<file path="src/rtl/vrt_queue.sv">
`timescale 1ns / 1ps
`default_nettype none

module vrt_queue #(
	parameter int WIDTH = 8,
	parameter int DEPTH = 2
) (
	input  logic             clk,
	input  logic             arst_n,
	input  logic             push,
	input  logic [WIDTH-1:0] push_data,
	output logic             push_ready,
	input  logic             pop,
	output logic             pop_valid,
	output logic [WIDTH-1:0] pop_data
);

	localparam int PTR_W = (DEPTH > 1) ? $clog2(DEPTH) : 1;
	localparam int CNT_W = PTR_W + 1;

	logic [WIDTH-1:0] entry_q [DEPTH];
	logic [PTR_W-1:0] wr_ptr_q;
	logic [PTR_W-1:0] rd_ptr_q;
	logic [CNT_W-1:0] count_q;
	logic             do_push;
	logic             do_pop;

	assign push_ready = (count_q != CNT_W'(DEPTH));
	assign pop_valid  = (count_q != '0);
	assign pop_data   = entry_q[rd_ptr_q];
	assign do_push    = push && push_ready;
	assign do_pop     = pop && pop_valid;

	// pointers and fill count
	always_ff @(posedge clk or negedge arst_n) begin
		if (!arst_n) begin
			wr_ptr_q <= '0;
			rd_ptr_q <= '0;
			count_q  <= '0;
		end else begin
			if (do_push) begin
				wr_ptr_q <= (wr_ptr_q == PTR_W'(DEPTH - 1)) ? '0 : wr_ptr_q + 1'b1;
			end
			if (do_pop) begin
				rd_ptr_q <= (rd_ptr_q == PTR_W'(DEPTH - 1)) ? '0 : rd_ptr_q + 1'b1;
			end
			if (do_push && !do_pop) begin
				count_q <= count_q + 1'b1;
			end else if (do_pop && !do_push) begin
				count_q <= count_q - 1'b1;
			end
		end
	end

	// entry storage
	always_ff @(posedge clk) begin
		if (do_push) begin
			entry_q[wr_ptr_q] <= push_data;
		end
	end

endmodule

`default_nettype wire

</file>
<file path="config.mk">
export PLATFORM = sky130hd
export DESIGN_NAME = vrt_queue
export DESIGN_NICKNAME = d
export VERILOG_FILES = /design/src/rtl/vrt_queue.sv
export SDC_FILE = /design/constraint.sdc
export NUM_CORES = 1
export LEC_CHECK = 0
export BUFFER_PORTS_ARGS = -buffer_cell sky130_fd_sc_hd__buf_2
export CELL_PAD_IN_SITES_DETAIL_PLACEMENT = 1
export CELL_PAD_IN_SITES_GLOBAL_PLACEMENT = 2
export CORE_AREA = 3 3 52 49
export CTS_BUF_LIST = sky130_fd_sc_hd__clkbuf_4
export CTS_CLUSTER_SIZE = 24
export DETAILED_ROUTE_END_ITERATION = 10
export DIE_AREA = 0 0 55 52
export GPL_ROUTABILITY_DRIVEN = 0
export HOLD_SLACK_MARGIN = 0.1
export PLACE_DENSITY = 0.89
export SLEW_MARGIN = 20
export SYNTH_ARGS = -nofsm -noshare
export SYNTH_HDL_FRONTEND = slang
export SYNTH_SLANG_ARGS = --single-unit
</file>
<file path="constraint.sdc">
create_clock -name clk -period 2.01 [get_ports clk]
set_input_delay 0.3015 -clock clk [delete_from_list [all_inputs] [get_ports clk]]
set_output_delay 0.3015 -clock clk [all_outputs]
set_load 0.02 [all_outputs]
</file>
==> results.md <==
* Final hold vios at 0
* P_leak at 0.391 nW
* Synth top area share at 0.610
* Grt ovf at 0
* FP Rows at 16
* TritonCTS clock tree: built
* Post-layout utilization of the core at 0.453
* Detail Route Antenna Nets at 0
* Maximum Capacitance Violations at 0
* DRC Markers at 0
* Cells along the critical path: mux2_2 > buf_2
* Final net count at 82
* Register clock-pin slew on the reported worst setup and hold paths at 0.11 ns
* ANT cells at 0
* Synth area leaders: edfxtp_1 61%, dfrtp_1 13%, mux2_2 11%, xnor2_1 3.3%, xor2_1 2.2%
* Die Span Y at 52 um
* Initial antenna violation count at 0
* Part of the cycle the worst path needs at 0.857
* IO buf count at 21
* Net load switching power at 481 uW
* Internal cell power at 915 uW
* Count of pins over their slew limit at 0
* CP Class: reg -> out
* Setup TNS at 0 ns
* Hold crit path type: in -> reg
* Crit end category: output pin
* Routed wire length at 1.28 mm
* Syn Inst Count at 43
* Post-DP HPWL at 990 um
* Root Buffer Master: clkbuf_4
* CTS Buf Count at 3
* VDD IR max at 0.725 mV
* Top Family by Delay on Critical Path: flip-flops
* YS warnings at 0
* Final Setup Violations at 0
* Avg Vias per Cell at 4.36
* Router iterations before antenna repair at 1
* FMAX at 0.581 GHz
* Min cycle time layout at 1.72 ns
* Synthesized area at 787 sq um
* Top-level I/O count at 22
* Worst endpoint data arrival time at 1.42 ns
* Post-DR wirelength/cell at 13.5 um
* Max incr delay on CP at 0.59 ns
* Clock power frac at 0.145
* Hold path cells at 1
* Post-synth top area cell: edfxtp_1
* Initial Util at 0.371
* Slew @ Worst Pin at 0.651 ns
* Die area at 2860 sq um
* Critical Path Stages at 2
* Seq pwr share at 0.477
* Vias at 414
* Clk buf depth at 2
* Core Area at 2120 sq um
* Place WS at 0.428 ns
* Initial drt markers at 0
* GRT Overall Usage at 0.0985
* Cell area power density at 1450 nW/um^2
* First-pass GRT wire length at 1.92 mm
* Num Clock Sinks at 20
* H-tree depth at 1
* Slew HR at 0.565
* Switch share at 0.344
* Final Skew at 0.0102 ns
* Slowest CP cell: dfrtp_1
* Vias in the first global route at 427
* Crit-path max FO at 9
* Register area share after synthesis at 0.738
* Worst setup margin at 0.288 ns
* Comb power frac at 0.378
* Syn_nets at 56
* Area grow syn2layout at 22.1%
* Count of cell types in the netlist at 14
* Critical Path RT at 1.71 ns
* FF-to-FF path depth at 3
* Worst-skew pair later-pin latency at 0.29 ns
* Share of layout cells above drive strength 1 at 0.529
* Worst path bufs/invs at 1
* FF+latch count, synth at 20
* RSZ-0062 raised after global routing: no
* Fillers at 223
* Post-Syn Area per Cell at 18.3 sq um
* Die width at 55 um
* Setup crit start kind: flop
* Outcome: finished clean
* Pin count of the biggest net entering global routing at 12
==> final timing paths <==
| check | slack [ns] | endpoint | start |
|---|---|---|---|
| worst min-delay path | 0.19 | entry_q[1][6] | push_data[6] |
| worst min register to register | 0.50 | wr_ptr_q | wr_ptr_q |
| worst max register to register | 0.46 | entry_q[0][5] | count_q[0] |
| min in group asynchronous | 0.33 | wr_ptr_q | arst_n |
| worst max-delay path | 0.29 | pop_data[5] | rd_ptr_q |
| max in group asynchronous | 1.54 | count_q[1] | arst_n |
==> through the flow <==
stage,std cells,instance area [sq um],hold WS [ns],total power [mW]
detailed placement,90,921,0.117,1.21
global route,95,961,0.177,1.50
global placement,90,921,0.111,1.20
CTS,95,961,0.180,1.43
floorplan,43,787,0.00591,1.06
finish,95,961,0.192,1.40
==> placed cells by master (no fill, tap or decap) <==
cell | netlist | routed
mux2_2 | 8 | 8
nand2b_4 | 1 | 1
xnor2_1 | 3 | 3
inv_1 | 1 | 1
edfxtp_1 | 16 | 16
clkbuf_4 | 0 | 4
nor2_1 | 2 | 2
dfrtp_1 | 4 | 4
buf_2 | 1 | 21
xor2_1 | 2 | 2
nand2_4 | 1 | 1
or2_4 | 1 | 1
nand2_1 | 1 | 1
and3_1 | 1 | 1
dlygate4sd3_1 | 0 | 1
ha_1 | 1 | 1
==> routing by layer <==
metal / GRT usage / wire [um] / share of wire / vias up
met5: 0 / 0 / 0 / -
met4: 0.0486 / 17 / 0.013 / 0
met3: 0.0201 / 66 / 0.051 / 2
met2: 0.159 / 668 / 0.52 / 13
met1: 0.122 / 533 / 0.42 / 194
li1: - / - / - / 205
==> logic make-up (layout without fill, tap and decap cells) <==
| family | after synthesis | in the layout | synth area share |
|---|---|---|---|
| XOR/XNOR | 5 | 5 | 0.0557 |
| adder cells (fa/ha/maj) | 1 | 1 | 0.0159 |
| multiplexers | 8 | 8 | 0.114 |
| buffers and inverters | 2 | 27 | 0.0111 |
| flip-flops | 20 | 20 | 0.738 |
| AND/OR/NAND/NOR | 7 | 7 | 0.0652 |
==> flip-flops by register name, indices dropped and copies added (netlist names) <==
register,cells
rd_ptr_q,1
count_q,2
entry_q,16
wr_ptr_q,1
==> cell usage after synthesis <==
| cell | number |
|---|---|
| nand2_4 | 1 |
| buf_2 | 1 |
| nand2_1 | 1 |
| or2_4 | 1 |
| xnor2_1 | 3 |
| dfrtp_1 | 4 |
| edfxtp_1 | 16 |
| and3_1 | 1 |
| inv_1 | 1 |
| ha_1 | 1 |
| nor2_1 | 2 |
| mux2_2 | 8 |
| xor2_1 | 2 |
| nand2b_4 | 1 |
==> power groups by stage <==
stage | registers, mW | clock network [mW] | logic [mW]
after global placement | 0.672 | 0 | 0.526
after global routing | 0.689 | 0.231 | 0.584
after detailed placement | 0.681 | 0 | 0.534
after CTS | 0.673 | 0.214 | 0.540
after floorplan | 0.630 | 0 | 0.433
final | 0.666 | 0.202 | 0.528
==> repair_timing <==
item                      CTS  global route
setup buffers               0             0
hold buffers                1             0
hold endpoints to repair    4             0
gates resized for setup     0             0
==> area by class of cell <==
type                            count  area (sq um)  area share
Inverter                            1          3.75     0.00391
Timing Repair Buffer               22           115       0.120
Clock buffer                        4          30.0      0.0312
Sequential cell                    20           581       0.604
Multi-Input combinational cell     21           198       0.206
Tap cell                           27          33.8      0.0352
(Power assumes the default switching activity.)
