===== src/rtl/vrt_pkg.sv =====
`timescale 1ns / 1ps
`default_nettype none

package vrt_pkg;

	// ray parameter t: unsigned Q2.30
	localparam int T_FRAC = 30;
	localparam int T_W    = 32;
	localparam logic [T_W-1:0] T_ONE = 32'h4000_0000;
	localparam logic [T_W-1:0] T_MAX = 32'h8000_0000;

	// direction magnitude split for the advance multiply
	localparam int ADV_SPLIT = 15;

	// configuration registers
	localparam int CFG_INDEX_W = 1;
	localparam int CFG_DATA_W  = 16;
	localparam int LIMIT_W     = 16;
	localparam int RADIUS_W    = 12;
	localparam logic [CFG_INDEX_W-1:0] CFG_STEP_LIMIT  = 1'b0;
	localparam logic [CFG_INDEX_W-1:0] CFG_NEAR_RADIUS = 1'b1;
	localparam logic [LIMIT_W-1:0]     LIMIT_RESET     = 16'd1000;
	localparam logic [RADIUS_W-1:0]    RADIUS_RESET    = 12'd10;

	localparam logic FUNC_START = 1'b0;

	localparam int REASON_W = 3;
	typedef enum logic [REASON_W-1:0] {
		REASON_QUERY   = 3'd0,
		REASON_BLOCKED = 3'd1,
		REASON_NEAR    = 3'd2,
		REASON_LIMIT   = 3'd3,
		REASON_SEG_END = 3'd4
	} vrt_reason_t;

	// item class decided by the front end
	localparam int KIND_W = 2;
	typedef enum logic [KIND_W-1:0] {
		KIND_START,
		KIND_CLEAR,
		KIND_BLOCKED
	} vrt_kind_t;

	typedef enum logic [3:0] {
		ST_IDLE,
		ST_DIV_SETUP,
		ST_DIV_ITER,
		ST_SELECT,
		ST_MUL_LO,
		ST_MUL_HI,
		ST_ADVANCE,
		ST_MOVE,
		ST_CHECK,
		ST_NEAR_SQ,
		ST_NEAR_CMP,
		ST_EMIT
	} vrt_state_t;

endpackage

`default_nettype wire


===== src/rtl/vrt_ifs.sv =====
`timescale 1ns / 1ps
`default_nettype none

// input item channel
interface vrt_in_if #(parameter int COORD_W = 28) ();
	logic                      valid;
	logic                      ready;
	logic                      func;
	logic signed [COORD_W-1:0] start_x;
	logic signed [COORD_W-1:0] start_y;
	logic signed [COORD_W-1:0] start_z;
	logic signed [COORD_W-1:0] target_x;
	logic signed [COORD_W-1:0] target_y;
	logic signed [COORD_W-1:0] target_z;
	logic                      occupied;

	modport source (output valid, func, start_x, start_y, start_z,
		target_x, target_y, target_z, occupied, input ready);
	modport sink (input valid, func, start_x, start_y, start_z,
		target_x, target_y, target_z, occupied, output ready);
endinterface


`default_nettype wire


===== src/rtl/vrt_front.sv =====
`timescale 1ns / 1ps
`default_nettype none

module vrt_front #(
	parameter int COORD_INT_BITS  = 12,
	parameter int COORD_FRAC_BITS = 16,
	localparam int W  = COORD_INT_BITS + COORD_FRAC_BITS,
	localparam int EW = vrt_pkg::KIND_W + 6 * W + 3 * (W + 1)
) (
	vrt_in_if.sink        in_ch,
	output logic          push,
	output logic [EW-1:0] push_data,
	input  logic          push_ready
);
	import vrt_pkg::*;

	localparam int DIRW = W + 1;

	vrt_kind_t       kind;
	logic [DIRW-1:0] dir_x;
	logic [DIRW-1:0] dir_y;
	logic [DIRW-1:0] dir_z;

	assign in_ch.ready = push_ready;
	assign push        = in_ch.valid;

	// classify the item
	always_comb begin
		if (in_ch.func == FUNC_START) begin
			kind = KIND_START;
		end else if (in_ch.occupied) begin
			kind = KIND_BLOCKED;
		end else begin
			kind = KIND_CLEAR;
		end
	end

	// direction = target - start, one bit wider
	assign dir_x = {in_ch.target_x[W-1], in_ch.target_x} - {in_ch.start_x[W-1], in_ch.start_x};
	assign dir_y = {in_ch.target_y[W-1], in_ch.target_y} - {in_ch.start_y[W-1], in_ch.start_y};
	assign dir_z = {in_ch.target_z[W-1], in_ch.target_z} - {in_ch.start_z[W-1], in_ch.start_z};

	assign push_data = {kind, dir_z, dir_y, dir_x,
		in_ch.target_z, in_ch.target_y, in_ch.target_x,
		in_ch.start_z, in_ch.start_y, in_ch.start_x};

endmodule

`default_nettype wire


===== src/flat_wrapper.sv =====
// flat-port wrapper written by rule: the top's interface ports become plain ports
module vrt_front_flat import vrt_pkg::*;
#(
	parameter int COORD_INT_BITS  = 12,
	parameter int COORD_FRAC_BITS = 16,
	localparam int W  = COORD_INT_BITS + COORD_FRAC_BITS,
	localparam int EW = vrt_pkg::KIND_W + 6 * W + 3 * (W + 1)
)
  (push, push_data, push_ready, in_ch_valid, in_ch_func, in_ch_start_x, in_ch_start_y, in_ch_start_z, in_ch_target_x, in_ch_target_y, in_ch_target_z, in_ch_occupied, in_ch_ready);
  vrt_in_if in_ch_i ();
  output logic push;
  output logic [EW-1:0] push_data;
  input  logic push_ready;
  input wire logic [$bits(in_ch_i.valid)-1:0] in_ch_valid;
  input wire logic [$bits(in_ch_i.func)-1:0] in_ch_func;
  input wire logic [$bits(in_ch_i.start_x)-1:0] in_ch_start_x;
  input wire logic [$bits(in_ch_i.start_y)-1:0] in_ch_start_y;
  input wire logic [$bits(in_ch_i.start_z)-1:0] in_ch_start_z;
  input wire logic [$bits(in_ch_i.target_x)-1:0] in_ch_target_x;
  input wire logic [$bits(in_ch_i.target_y)-1:0] in_ch_target_y;
  input wire logic [$bits(in_ch_i.target_z)-1:0] in_ch_target_z;
  input wire logic [$bits(in_ch_i.occupied)-1:0] in_ch_occupied;
  output wire logic [$bits(in_ch_i.ready)-1:0] in_ch_ready;
  assign in_ch_i.valid = in_ch_valid;
  assign in_ch_i.func = in_ch_func;
  assign in_ch_i.start_x = in_ch_start_x;
  assign in_ch_i.start_y = in_ch_start_y;
  assign in_ch_i.start_z = in_ch_start_z;
  assign in_ch_i.target_x = in_ch_target_x;
  assign in_ch_i.target_y = in_ch_target_y;
  assign in_ch_i.target_z = in_ch_target_z;
  assign in_ch_i.occupied = in_ch_occupied;
  assign in_ch_ready = in_ch_i.ready;
  vrt_front #(.COORD_INT_BITS(COORD_INT_BITS), .COORD_FRAC_BITS(COORD_FRAC_BITS)) u_core (.in_ch(in_ch_i), .push(push), .push_data(push_data), .push_ready(push_ready));
endmodule

===== config.mk =====
export PLATFORM = sky130hd
export DESIGN_NAME = vrt_front_flat
export DESIGN_NICKNAME = d
export VERILOG_FILES = /design/src/rtl/vrt_pkg.sv /design/src/rtl/vrt_ifs.sv /design/src/rtl/vrt_front.sv /design/src/flat_wrapper.sv
export SDC_FILE = /design/constraint.sdc
export NUM_CORES = 1
export LEC_CHECK = 0
export BUFFER_PORTS_ARGS = -buffer_cell sky130_fd_sc_hd__buf_4
export CORE_AREA = 2 2 170 172
export DETAILED_ROUTE_END_ITERATION = 8
export DIE_AREA = 0 0 172 174
export PLACE_DENSITY = 0.49
export RECOVER_POWER = 25
export SLEW_MARGIN = 10
export SYNTH_ARGS = -nofsm -noshare
export SYNTH_HDL_FRONTEND = slang
export SYNTH_SLANG_ARGS = --single-unit

===== constraint.sdc =====
create_clock -name vclk -period 2.4
set_input_delay 0.24 -clock vclk [all_inputs]
set_output_delay 0.24 -clock vclk [all_outputs]
set_load 0.02 [all_outputs]

==> metrics.yaml <==
synthesis:
  synth_cell_types: 60
  yosysSeqAreaShare_pct: 0
  yosysWarnings: 0
  syn-cell-area_um2: 6110
  postSynthNetCount: 1175
  synth_area_per_cell_um2: 6.67
  synthCells: 916
floorplanning:
  start_util_pct: 21.6
  rows: 62
  io_pins: 431
  core_area_um2: 28200
  die_area_um2: 29900
  die_h_um: 174
  dieWidth_um: 172
pwr:
  powerDensity_nw_per_um2: 349
  leakage_nw: 5.71
  ir_drop_mv: 0.159
  power_w: 0.00394
place:
  port_buffers: 427
  dp_slack_ns: -0.584
  dp_hpwl_mm: 22.3
  place.gp.congestion: 0.845
setup_path:
  arrival_ns: 2.51
  critical_path.slowest_cell: "or3_4"
  slowest_delay_ns: 0.40
  cp_num_cells: 11
  cp_data_required_time_ns: 2.16
  path_buf_inv: 4
  crit_fanout: 4
  crit_chain: "buf_4 > ha_1 > a21o_1 > or3_4 > o211ai_1 > a311oi_2 > buf_4 > a31o_4 > buf_6 > o311ai_4 > buf_6"
  path_class: "in -> out"
  end_kind: "output port"
  cp_top_family: "compound AO/OA/AOI/OAI gates"
  start_kind: "input port"
timing:
  hold_violations: 0
  worst_pin_slew_ns: 0.884
  drv_slew: 0
  finalSetupViolations: 31
  finalSetupTns_ns: -4.15
  maxSlewHeadroom_pct: 39.6
  finalCritPeriodShare_pct: 115
  rsz0062_at_grt: "true"
  period_minus_slack_ns: 2.75
  setup_ws_ns: -0.353
  max_freq_mhz: 363
global_routing:
  grt_first_pass_wirelength_mm: 38.6
  antenna_found_initial: 0
  grt_max_degree: 12
  grt_pass1_vias: 7712
  grt_usage_pct: 15.8
  overflow: 0
outcome:
  status: "finished, violations left"
  violations: "negative setup slack"
finish:
  drive_above_1_share_pct: 55.2
  areaGrowthSynthToFinish_pct: 84.8
  n_fill_cell: 3009
  layout_common_cells: "529 x buf_4, 97 x inv_1, 60 x nand2_1, 57 x nor2_1, 54 x ha_1"
  n_antenna_cell: 0
  nClkBuffers: 0
  register_area_um2: 0
  final_common_cell: "buf_4"
  nets: 1627
  numSequentialCells: 0
routing:
  initialDrtViolationCount: 229
  dr.pass1.iters: 4
  ant_nets: 0
  num_vias: 7681
  avgRoutedWirePerCell_um: 14.6
  postRouteWirelength_mm: 25.6
  detail_route.vias_per_cell: 4.39
  drcViolationCount: 0
min_path:
  hp-class: "in -> out"
  hold_depth: 0
job:
  cap_violations: 0
==> cell type report <==
class / count / area [µm²] / area share, %
multi-input combinational: 612 / 5450 / 48.3
timing repair buffer: 638 / 4870 / 43.1
inverter: 116 / 488 / 4.32
tap: 384 / 480 / 4.25
==> repair_timing <==
action,4_1_cts,5_1_grt
hold buffers,0,0
resized for setup,166,93
pin swaps,75,74
buffers inserted,19,20
setup endpoints to repair,49,49
gates cloned,0,0
==> kinds of logic (layout without fill, tap and decap cells) <==
| logic type | Yosys count | count (layout) | share of synthesized area (%) |
|---|---|---|---|
| compound gates | 242 | 242 | 26.3 |
| buf+inv | 304 | 754 | 29.2 |
| mux | 2 | 2 | 0.328 |
| fa+ha+maj | 87 | 87 | 18.2 |
| simple gates | 214 | 214 | 16.4 |
| xor+xnor | 67 | 67 | 9.60 |
==> Yosys cell counts, types with 4 or more instances <==
cell type | n | area [µm²]
o21ai_0 | 44 | 220
o31ai_1 | 8 | 60.1
nor2_1 | 64 | 240
o21a_1 | 10 | 75.1
a21oi_1 | 67 | 335
nand2_1 | 65 | 244
nand2b_1 | 7 | 43.8
o21bai_1 | 4 | 30.0
nand3_1 | 14 | 70.1
o211ai_1 | 7 | 52.6
a21o_1 | 31 | 233
nor3_1 | 13 | 65.1
and3_1 | 5 | 31.3
nand4_1 | 13 | 81.3
clkbuf_1 | 15 | 56.3
xor2_1 | 27 | 236
a31oi_1 | 9 | 56.3
or3_1 | 4 | 25.0
a211o_1 | 4 | 35.0
inv_1 | 116 | 435
a211oi_1 | 9 | 67.6
buf_4 | 170 | 1280
o21ai_1 | 4 | 20.0
a31o_2 | 5 | 43.8
nor2b_1 | 14 | 87.6
and2_1 | 4 | 25.0
xnor2_1 | 40 | 350
a221oi_1 | 6 | 52.6
ha_1 | 84 | 1050
==> power breakdown <==
group / switching, W / internal [W]
clock network: 0 / 0
logic: 0.00204 / 0.00190
registers: 0 / 0
==> metal layers <==
metal  part of all wire, %  GRT usage [%]  vias to the layer above  routed length (µm)
li1                      -              -                     3884                   -
met1                    40           18.3                     3510               10100
met2                    53           30.7                      271               13500
met3                   6.5           2.57                       16                1670
met4                   1.3           1.61                        0                 323
met5                     0              0                        -                   0
==> final timing paths <==
path | start | end | slack (ns)
hold / removal | in_ch_valid | push | 0.48
setup / recovery | in_ch_target_z[6] | push_data[252] | -0.35
==> through the flow <==
| stage | utilization [%] | instances | instance area [µm²] | hold WS [ns] |
|---|---|---|---|---|
| floorplan | - | 916 | 6390 | 0.558 |
| global placement | 35.8 | 1723 | 10100 | 0.480 |
| detailed placement | 35.8 | 1723 | 10100 | 0.480 |
| CTS | 38.9 | 1738 | 11000 | 0.480 |
| global route | 40.0 | 1750 | 11300 | 0.480 |
| finish | 40.0 | 1750 | 11300 | 0.480 |
(Power assumes the default switching activity.)
